<file path="config.mk">
export PLATFORM = sky130hd
export DESIGN_NAME = bank_switch_scanline_irq_mapper_top
export DESIGN_NICKNAME = d
export VERILOG_FILES = /design/src/rtl/core/bsim_pkg.sv /design/src/rtl/core/bsim_core.sv /design/src/rtl/core/bank_switch_scanline_irq_mapper_top.sv
export SDC_FILE = /design/constraint.sdc
export NUM_CORES = 1
export LEC_CHECK = 0
export ABC_AREA = 1
export BUFFER_PORTS_ARGS = -buffer_cell sky130_fd_sc_hd__buf_4
export CAP_MARGIN = 0
export CORE_ASPECT_RATIO = 1.75
export CORE_UTILIZATION = 63
export DETAILED_ROUTE_END_ITERATION = 16
export HOLD_SLACK_MARGIN = 0.1
export PLACE_DENSITY = 0.86
export SETUP_SLACK_MARGIN = 0.1
export SLEW_MARGIN = 20
export SYNTH_ARGS = -nofsm -noshare
export SYNTH_HDL_FRONTEND = slang
export SYNTH_SLANG_ARGS = --single-unit
</file>
<file path="constraint.sdc">
create_clock -name aclk -period 4.2 [get_ports aclk]
set_input_delay 0.84 -clock aclk [delete_from_list [all_inputs] [get_ports aclk]]
set_output_delay 0.84 -clock aclk [all_outputs]
set_load 0.005 [all_outputs]
</file>
<file path="src/rtl/core/bsim_pkg.sv">
// Shared types, register addresses and constants for the bank switch scanline IRQ mapper.
package bsim_pkg;

    localparam int AddrW  = 16;
    localparam int DataW  = 8;
    localparam int CountW = 16;
    localparam int SlotW  = 4;

    // word kind on the input side
    typedef enum logic {
        OP_WRITE = 1'b0,
        OP_TICK  = 1'b1
    } op_t;

    // configuration register index
    typedef enum logic {
        CFG_ALT_MODE  = 1'b0,
        CFG_TICK_STEP = 1'b1
    } cfg_idx_t;

    // bank select addresses (both layouts)
    localparam logic [AddrW-1:0] ADDR_PRG0     = 16'h8000;
    localparam logic [AddrW-1:0] ADDR_PRG1     = 16'hA000;
    localparam logic [AddrW-1:0] ADDR_PRG2     = 16'hC000;
    localparam logic [AddrW-1:0] ADDR_CHR_BASE = 16'hB000;

    // normal layout
    localparam logic [AddrW-1:0] ADDR_MIRROR    = 16'h9000;
    localparam logic [AddrW-1:0] ADDR_IRQ_EN    = 16'h9003;
    localparam logic [AddrW-1:0] ADDR_IRQ_LOAD  = 16'h9004;
    localparam logic [AddrW-1:0] ADDR_RELOAD_HI = 16'h9005;
    localparam logic [AddrW-1:0] ADDR_RELOAD_LO = 16'h9006;

    // alternate layout
    localparam logic [AddrW-1:0] ADDR_ALT_MIRROR = 16'h9001;
    localparam logic [AddrW-1:0] ADDR_ALT_COUNT  = 16'h9005;
    localparam logic [AddrW-1:0] ADDR_ALT_ENABLE = 16'h9006;

    localparam logic [SlotW-1:0] SLOT_PRG0     = 4'd0;
    localparam logic [SlotW-1:0] SLOT_PRG1     = 4'd1;
    localparam logic [SlotW-1:0] SLOT_PRG2     = 4'd2;
    localparam logic [SlotW-1:0] SLOT_CHR_BASE = 4'd3;
    localparam logic [SlotW-1:0] SLOT_LAST     = 4'd10;

    localparam logic [CountW-1:0] COUNT_FULL      = 16'hFFFF;
    localparam logic [CountW-1:0] TICK_STEP_RESET = 16'd113;

    localparam int DataBitVert = 6;   // normal layout mirroring bit
    localparam int DataBitHorz = 7;   // alternate layout mirroring bit
    localparam int DataBitIrq  = 7;   // normal layout enable bit

    typedef struct packed {
        op_t              opcode;
        logic [AddrW-1:0] address;
        logic [DataW-1:0] wr_data;
    } item_t;

    typedef struct packed {
        logic             irq_fire;
        logic             bank_valid;
        logic [SlotW-1:0] bank_slot;
        logic [DataW-1:0] bank_value;
        logic             mirror_valid;
        logic             mirror_vertical;
    } result_t;

endpackage

</file>
<file path="src/rtl/core/bsim_core.sv">
// Mapper register decode and scanline IRQ counter state.
module bsim_core import bsim_pkg::*; (
    input  logic              aclk,
    input  logic              aresetn,
    input  logic              step,       // commit this word's state update
    input  item_t             item,
    input  logic              alt_mode,
    input  logic [CountW-1:0] tick_step,
    output result_t           result
);

    logic              irq_on_reg,     irq_on_next;
    logic [CountW-1:0] irq_count_reg,  irq_count_next;
    logic [CountW-1:0] irq_reload_reg, irq_reload_next;
    logic              chr_hit;

    assign chr_hit = (item.address[AddrW-1:3] == ADDR_CHR_BASE[AddrW-1:3]);

    always_comb begin
        result          = '0;
        irq_on_next     = irq_on_reg;
        irq_count_next  = irq_count_reg;
        irq_reload_next = irq_reload_reg;

        if (item.opcode == OP_TICK) begin
            if (irq_on_reg) begin
                if (alt_mode) begin
                    if (irq_count_reg == '0) begin
                        result.irq_fire = 1'b1;
                        irq_on_next     = 1'b0;
                    end else begin
                        irq_count_next = irq_count_reg - CountW'(1);
                    end
                end else if (irq_count_reg <= tick_step) begin
                    result.irq_fire = 1'b1;
                    irq_on_next     = 1'b0;
                    irq_count_next  = COUNT_FULL;
                end else begin
                    irq_count_next = irq_count_reg - tick_step;
                end
            end
        end else begin
            priority if (item.address == ADDR_PRG0) begin
                result.bank_valid = 1'b1;
                result.bank_slot  = SLOT_PRG0;
                result.bank_value = item.wr_data;
            end else if (item.address == ADDR_PRG1) begin
                result.bank_valid = 1'b1;
                result.bank_slot  = SLOT_PRG1;
                result.bank_value = item.wr_data;
            end else if (item.address == ADDR_PRG2) begin
                result.bank_valid = 1'b1;
                result.bank_slot  = SLOT_PRG2;
                result.bank_value = item.wr_data;
            end else if (chr_hit) begin
                result.bank_valid = 1'b1;
                result.bank_slot  = SLOT_CHR_BASE + {1'b0, item.address[2:0]};
                result.bank_value = item.wr_data;
            end else if (alt_mode) begin
                unique case (item.address)
                    ADDR_ALT_MIRROR: begin
                        result.mirror_valid    = 1'b1;
                        result.mirror_vertical = ~item.wr_data[DataBitHorz];
                    end
                    ADDR_ALT_COUNT: begin
                        // count = (data << 1) mod 256
                        irq_count_next = {{(CountW-DataW){1'b0}},
                                          item.wr_data[DataW-2:0], 1'b0};
                        irq_on_next    = (item.wr_data != '0);
                    end
                    ADDR_ALT_ENABLE: irq_on_next = 1'b1;
                    default: ;
                endcase
            end else begin
                unique case (item.address)
                    ADDR_MIRROR: begin
                        result.mirror_valid    = 1'b1;
                        result.mirror_vertical = item.wr_data[DataBitVert];
                    end
                    ADDR_IRQ_EN:    irq_on_next = item.wr_data[DataBitIrq];
                    ADDR_IRQ_LOAD:  irq_count_next = irq_reload_reg;
                    ADDR_RELOAD_HI: irq_reload_next = {item.wr_data,
                                                       irq_reload_reg[DataW-1:0]};
                    ADDR_RELOAD_LO: irq_reload_next = {irq_reload_reg[CountW-1:DataW],
                                                       item.wr_data};
                    default: ;
                endcase
            end
        end
    end

    always_ff @(posedge aclk) begin
        if (!aresetn) begin
            irq_on_reg     <= 1'b0;
            irq_count_reg  <= '0;
            irq_reload_reg <= '0;
        end else if (step) begin
            irq_on_reg     <= irq_on_next;
            irq_count_reg  <= irq_count_next;
            irq_reload_reg <= irq_reload_next;
        end
    end

endmodule

</file>
<file path="src/rtl/core/bank_switch_scanline_irq_mapper_top.sv">
// Top level of the bank switch scanline IRQ mapper: stream ports, config and pipeline.
//
//  channel  | direction | handshake             | payload
//  ---------+-----------+-----------------------+------------------------------------------
//  s_       | in        | s_tvalid / s_tready   | tdata: address, wr_data; tuser: opcode
//  m_       | out       | m_tvalid / m_tready   | tdata: irq_fire, slot, value, vertical;
//           |           |                       | tuser: bank_valid, mirror_valid
//  cfg_     | in        | cfg_valid / cfg_ready | cfg_index, cfg_data
//
//  One word per cycle sustained while m_tready is high; each word gives exactly one result
//  word, through the input register, then decode/counter update into the result register.
//  The counter state is committed in the cycle the word leaves the input register, so the
//  next word always sees it.
//  aresetn is synchronous: clears both valid flags, the IRQ state, and sets the config
//  registers to alt_mode = 0, tick_step = 113.
//  A stall on m_tready holds the result register; the input register keeps accepting
//  until it is also full. cfg_ready is always high.
module bank_switch_scanline_irq_mapper_top import bsim_pkg::*; (
    input  logic              aclk,
    input  logic              aresetn,

    input  logic              s_tvalid,
    output logic              s_tready,
    input  logic [23:0]       s_tdata,    // [15:0] address, [23:16] wr_data
    input  logic              s_tuser,    // [0] opcode

    output logic              m_tvalid,
    input  logic              m_tready,
    output logic [15:0]       m_tdata,    // [0] irq_fire, [4:1] bank_slot,
                                          // [12:5] bank_value, [13] mirror_vertical, 0 above
    output logic [1:0]        m_tuser,    // [0] bank_valid, [1] mirror_valid

    input  logic              cfg_valid,
    output logic              cfg_ready,
    input  logic              cfg_index,
    input  logic [CountW-1:0] cfg_data
);

    logic              alt_mode_reg;
    logic [CountW-1:0] tick_step_reg;

    logic              in_valid_reg, in_valid_next;
    item_t             in_item_reg;
    logic              out_valid_reg, out_valid_next;
    result_t           out_result_reg;
    result_t           core_result;

    logic              advance;   // result register can take a new word
    logic              load_in;
    logic              step;

    assign cfg_ready = 1'b1;

    always_ff @(posedge aclk) begin
        if (!aresetn) begin
            alt_mode_reg  <= 1'b0;
            tick_step_reg <= TICK_STEP_RESET;
        end else if (cfg_valid) begin
            unique case (cfg_idx_t'(cfg_index))
                CFG_ALT_MODE:  alt_mode_reg  <= cfg_data[0];
                CFG_TICK_STEP: tick_step_reg <= cfg_data;
                default: ;
            endcase
        end
    end

    assign advance  = !out_valid_reg || m_tready;
    assign s_tready = !in_valid_reg || advance;
    assign load_in  = s_tvalid && s_tready;
    assign step     = in_valid_reg && advance;

    always_comb begin
        in_valid_next = in_valid_reg;
        if (load_in)
            in_valid_next = 1'b1;
        else if (step)
            in_valid_next = 1'b0;

        out_valid_next = out_valid_reg;
        if (step)
            out_valid_next = 1'b1;
        else if (m_tready)
            out_valid_next = 1'b0;
    end

    always_ff @(posedge aclk) begin
        if (!aresetn) begin
            in_valid_reg  <= 1'b0;
            out_valid_reg <= 1'b0;
        end else begin
            in_valid_reg  <= in_valid_next;
            out_valid_reg <= out_valid_next;
        end
    end

    always_ff @(posedge aclk) begin
        if (load_in) begin
            in_item_reg.opcode  <= op_t'(s_tuser);
            in_item_reg.address <= s_tdata[AddrW-1:0];
            in_item_reg.wr_data <= s_tdata[AddrW+DataW-1:AddrW];
        end
        if (step)
            out_result_reg <= core_result;
    end

    bsim_core u_core (
        .aclk      (aclk),
        .aresetn   (aresetn),
        .step      (step),
        .item      (in_item_reg),
        .alt_mode  (alt_mode_reg),
        .tick_step (tick_step_reg),
        .result    (core_result)
    );

    assign m_tvalid = out_valid_reg;
    assign m_tdata  = {2'b00,
                       out_result_reg.mirror_vertical,
                       out_result_reg.bank_value,
                       out_result_reg.bank_slot,
                       out_result_reg.irq_fire};
    assign m_tuser  = {out_result_reg.mirror_valid, out_result_reg.bank_valid};

endmodule

</file>
---- Yosys cells after proc, flatten, opt, wreduce, memory -nomap -nowiden ----
Index checks and enable logic that the tools add are counted.
word-level totals
  register bits after elaboration ......... 93
  bits of input ports ..................... 47
  output and inout port bits .............. 21
  word-level logic and storage cells ...... 113
cells by class
  $add $sub $neg .......................... 3
  magnitude comparators ................... 1
  equal/unequal tests ..................... 18
  multiplexer cells ....................... 39
  bitwise gates (word level) .............. 10
  reductions and logical operators ........ 23
operators with widths
  operator                 number
  $mux W16                 12
  $eq A16 B16 Y1 const B   9
  $mux W13                 4
  $pmux W16 S2             1
  $reduce_and A9 Y1        3
  $mux W1                  18
  $le A16 B16 Y1           1
  $logic_not A16 Y1        1
  $sub A16 B1 Y16 const B  1
  $sub A16 B16 Y16         1
  $eq A13 B13 Y1 const B   1
  $not A1 Y1               10
  $reduce_or A5 Y1         2
  $ne A2 B2 Y1 const B     4
  $reduce_bool A8 Y1       1
  $reduce_and A7 Y1        1
  $mux W2                  3
  $reduce_and A2 Y1        3
  $reduce_bool A3 Y1       2
  $add A2 B3 Y4 const A    1
  $ne A4 B1 Y1 const B     1
  $reduce_bool A2 Y1       2
  $ne A3 B1 Y1 const B     1
  $ne A3 B3 Y1 const B     1
  7 further kinds          10

---- Longest topological paths before layout ----
  depth in word-level cells ............... 8
  gate-level depth with buffers ........... 16
  gate-level depth less buffers ........... 16

---- Hierarchy ----
A second synthesis with hierarchy kept.
unflattened totals
  cell total of the unflattened synthesis .. 802
  area total of the unflattened synthesis .. 5,761.8 sq um
modules (own cells, without submodules)
  module                               times used  cells each  area each (sq um)  seq. area each (sq um)
  bsim_core                            1           666         3,732.3            660.6
  bank_switch_scanline_irq_mapper_top  1           136         2,029.4            1,611.5

---- Worst setup path after synthesis ----
Ideal clock, no wire load.
  kind .................................... register to register
  start point ............................. register u_core.irq_count_reg[0]
  end point ............................... register u_core.irq_count_reg[12]
  setup time .............................. 122 ps
  arrival time ............................ 1,865 ps
  data required time ...................... 4,078 ps
  setup slack ............................. 2,213 ps
  cell stages (with the launch flop) ...... 16
  buffers on the path ..................... 0
  period minus slack after synthesis ...... 1,987 ps
  cell sequence ........................... dfxtp_1 > inv_1 > ha_1 > inv_1 > fa_1 > nand2_1 > nand2_1 > nand3_1 > nand2_1 > nand2_1 > nand2_1 > nand2_2 > nor2_4 > inv_1 > o21ai_0 > a21oi_1
on the way
  cells in the longest elaborated chain, start to end .. 5
  elaborated cells on any way between the ends .. 11
  those cells by class .................... add/sub: 2; order compare: 1; eq/ne: 1; mux: 5; reduce/logical: 2
ends and longest elaborated chain
  item                                      RTL line                          RTL
  start: declaration                        bsim_core.sv:13                   logic [CountW-1:0] irq_count_reg, irq_count_next;
  start signal: assignment                  bsim_core.sv:99                   irq_count_reg <= irq_count_next;
  $sub A16 B16 Y16 (tied with other cells)  bsim_core.sv:39                   irq_count_next = irq_count_reg - tick_step;
  $mux W16 (on tied branches)               bsim_core.sv:34, bsim_core.sv:28
  $mux W16                                  bsim_core.sv:27                   if (alt_mode) begin
  $mux W16                                  bsim_core.sv:26                   if (irq_on_reg) begin
  $mux W16                                  bsim_core.sv:25                   if (item.opcode == OP_TICK) begin
Several ways; a longest one is shown, not always the timed one. The select of a mux whose other input is x is not followed.
A chain may end at the register's enable or synchronous reset.

---- Worst setup path in the final report ----
  start point ............................. register alt_mode_reg
  end point ............................... register u_core.irq_count_reg[7]
on the way
  cells in the longest elaborated chain, start to end .. 6
  elaborated cells on any way between the ends .. 12
  those cells by class .................... eq/ne: 2; mux: 8; reduce/logical: 2
ends and longest elaborated chain
  item                      RTL line                                   RTL
  start: declaration        bank_switch_scanline_irq_mapper_top.sv:39  logic alt_mode_reg;
  start signal: assignment  bank_switch_scanline_irq_mapper_top.sv:60  CFG_ALT_MODE: alt_mode_reg <= cfg_data[0];
  $mux W16                  bsim_core.sv:59                            end else if (alt_mode) begin
  $mux W16                  bsim_core.sv:55                            end else if (chr_hit) begin
  $mux W16                  bsim_core.sv:51                            end else if (item.address == ADDR_PRG2) begin
  $mux W16                  bsim_core.sv:47                            end else if (item.address == ADDR_PRG1) begin
  $mux W16                  bsim_core.sv:43                            priority if (item.address == ADDR_PRG0) begin
  $mux W16                  bsim_core.sv:25
Several ways; a longest one is shown, not always the timed one. The select of a mux whose other input is x is not followed.

==> out/metrics.cfg <==
[outcome]
outcome = complete, no violations

[logic_synthesis]
synth_common_cells = sky130_fd_sc_hd__nand2_1 (157), sky130_fd_sc_hd__inv_1 (107), sky130_fd_sc_hd__a21oi_1 (77)
netlist_area_um2 = 5550
syn_area_per_cell_um2 = 7.46
yosys.cell_count.top_type = sky130_fd_sc_hd__nand2_1
ys_async_sr_fraction_pct = 0
biggest_area_contributors_in_the_synthesized_netlist = sky130_fd_sc_hd__edfxtp_1 (22%), sky130_fd_sc_hd__dfxtp_1 (19%), sky130_fd_sc_hd__nand2_1 (11%)
postSynth.topFlopCell = sky130_fd_sc_hd__dfxtp_1
yosysSeqAreaShare_pct = 41.0
synth_largest_area_cell = sky130_fd_sc_hd__edfxtp_1
synth-edff-count = 41
synth-seq-cells = 93
post_synth_inst_count = 743
netlist-cell-type-count = 45
yosys.area.top_type_share_pct = 22.2
ys.warnings.count = 0

[grt]
initial_antenna_violation_count = 0
grt_start_max_net_pins = 44
grt_overflow = 0
grt_pass1_vias = 5095
gr-usage-all-layers_pct = 33.4
grt_first_pass_wirelength_um = 23400

[worst_setup_path]
crit_fanout = 22
worstSetupStartpoint = alt_mode_reg
cp_top_family = simple AND/OR/NAND/NOR gates
critPathBufInv = 2
reg2reg_from = alt_mode_reg
worst_setup_path_start_kind = register
ff_to_ff_setup_slack_ns = 1.45
required_ns = 4.48
endpoint_kind = register
worstPathCellList = inv_1 -> nor2_1 -> nand2_1 -> nand2_2 -> nor2_4 -> inv_2 -> nor2_1 -> a21oi_1
setup.worst_path.class = reg2reg
cpMostUsedCell = sky130_fd_sc_hd__nor2_1
cp_data_arrival_time_ns = 3.03
critical_path.slowest_cell = sky130_fd_sc_hd__dfxtp_1
timing.critical_path.slowest_cell_delay_ns = 0.77

[drt]
initialDrtViolationCount = 338
drt_pre_antenna_iters = 6
avgRoutedWirePerCell_um = 15.9
via_per_inst = 5.72
route.vias.total = 5241
detail-route-antenna-nets = 0
totalWireLength_um = 14600
drt_drc_violations_left = 0

[floorplan]
dieWidth_um = 72.9
die_height_um = 126
die_area_um2 = 9200
core_region_area_um2 = 8420
top_level_ports = 68
rows = 44
start_util_pct = 65.8

[cells_and_area]
flip_flop_count_of_the_largest_register_all_copies_and_words_added = 25
drive_gt1_share_pct = 13.8
insertedDiodeCount = 0
area_growth_pct = 13.9
final_instance_area_um2 = 6310
design.final.nets = 867
post_layout_nonfiller_instances = 917

[sta]
slew-limit-headroom_pct = 37.8
finalCriticalPeriod_ns = 2.75
finalClockSkew_ns = 0.00840
fmax_mhz = 364
measured_slew_at_the_worst_slew_check_pin_ns = 0.932
final.setup.tns_ns = 0
rsz0062_at_grt = no
setup_viol = 0
fin_max_slew_vios = 0
timing.final.hold_violations = 0
post-route-period-util_pct = 65.4

[pwr]
leakagePower_nw = 2.96
ir_drop_mv = 0.341
power_density_nw_per_um2 = 353

[run]
max_cap_viol_count = 0

[clock_network]
clock_sink_count = 93
clk_root_buffer_cell = sky130_fd_sc_hd__clkbuf_16
post-cts-setup-buffers = 0
cts_tree = built
clk_transition_reported_paths_ns = 0.07
cts_made_buffers = 9
clock_latency_ns = 0.35
clk_path_buf_depth = 2
clock_tree.htree_level_count = 3
post_cts_resize_count = 0
cts_hold_repair.buffers = 0

[placed_design]
dp_hpwl_um = 11100
post-place-cells = 901
routability_congestion_estimate = 0.979
port-buffer-count = 64
detailed_place.area_um2 = 6030

[hold_path]
min_delay_worst_type = reg2reg
timing.hold.worst.start = tick_step_reg[11]

[where the power goes]
part / leakage, nW / internal, mW / total, mW / switching (mW)
logic: 2.01 / 0.151 / 0.416 / 0.264
clock network: 0.140 / 0.412 / 0.790 / 0.378
registers: 0.809 / 0.988 / 1.03 / 0.0377
total: 2.96 / 1.55 / 2.23 / 0.680
[stage by stage]
stage	hold WS [ns]	util [%]	total power [mW]	setup slack, ns
floorplan	0.435	-	1.32	2.21
global placement	0.449	71.6	1.44	1.65
detailed placement	0.455	71.6	1.45	1.52
CTS	0.465	75.0	2.23	1.53
global route	0.490	75.0	2.32	1.23
finish	0.462	75.0	2.23	1.45
[per-layer routing]
metal / routed length [µm] / track usage (%)
met5: 0 / 0
met4: 665 / 17.8
met3: 732 / 5.68
met2: 8160 / 63.6
met1: 5060 / 32.8
[worst min-delay path: stages, from the launching register on]
cell and delay (ns):
sky130_fd_sc_hd__dfxtp_1 0.30, sky130_fd_sc_hd__inv_1 0.06, sky130_fd_sc_hd__a21oi_1 0.05
[kinds of logic (layout without fill, tap and decap cells)]
group / Yosys count / count (layout) / synth area share [%]
compound gates: 149 / 149 / 14.5
flops: 93 / 93 / 41.0
buf+inv: 134 / 192 / 10.2
xor+xnor: 13 / 13 / 2.05
fa+ha+maj: 23 / 23 / 5.32
other cells: 2 / 3 / 0.135
simple gates: 329 / 329 / 26.8
[worst paths after layout]
check / to / cells past startpoint
worst max-delay path: u_core.irq_count_reg[7] / 8
worst min-delay path: tick_step_reg[11] / 2
worst max register to register: u_core.irq_count_reg[7] / 8
worst min register to register: tick_step_reg[11] / 2
[placed cells by master, fill, tap and decap left out, types with 11 or more instances in the layout]
cell type                  count
sky130_fd_sc_hd__edfxtp_1     41
sky130_fd_sc_hd__nand3_1      40
sky130_fd_sc_hd__nand4_1      15
sky130_fd_sc_hd__inv_1       107
sky130_fd_sc_hd__ha_1         22
sky130_fd_sc_hd__nor3_1       11
sky130_fd_sc_hd__dfxtp_1      52
sky130_fd_sc_hd__o21ai_0      34
sky130_fd_sc_hd__buf_4        65
sky130_fd_sc_hd__nand2_1     157
sky130_fd_sc_hd__o21ai_1      13
sky130_fd_sc_hd__a21oi_1      77
sky130_fd_sc_hd__nor2_1       73
[layout make-up]
type	instances	area, µm²
clock buffers	9	225
flip-flops and latches	93	2270
inverters	111	417
clock inverters	7	57.6
multi-input cells	517	2710
well taps	115	144
repair buffers	65	488
fillers	712	2110
(Power assumes the default switching activity.)
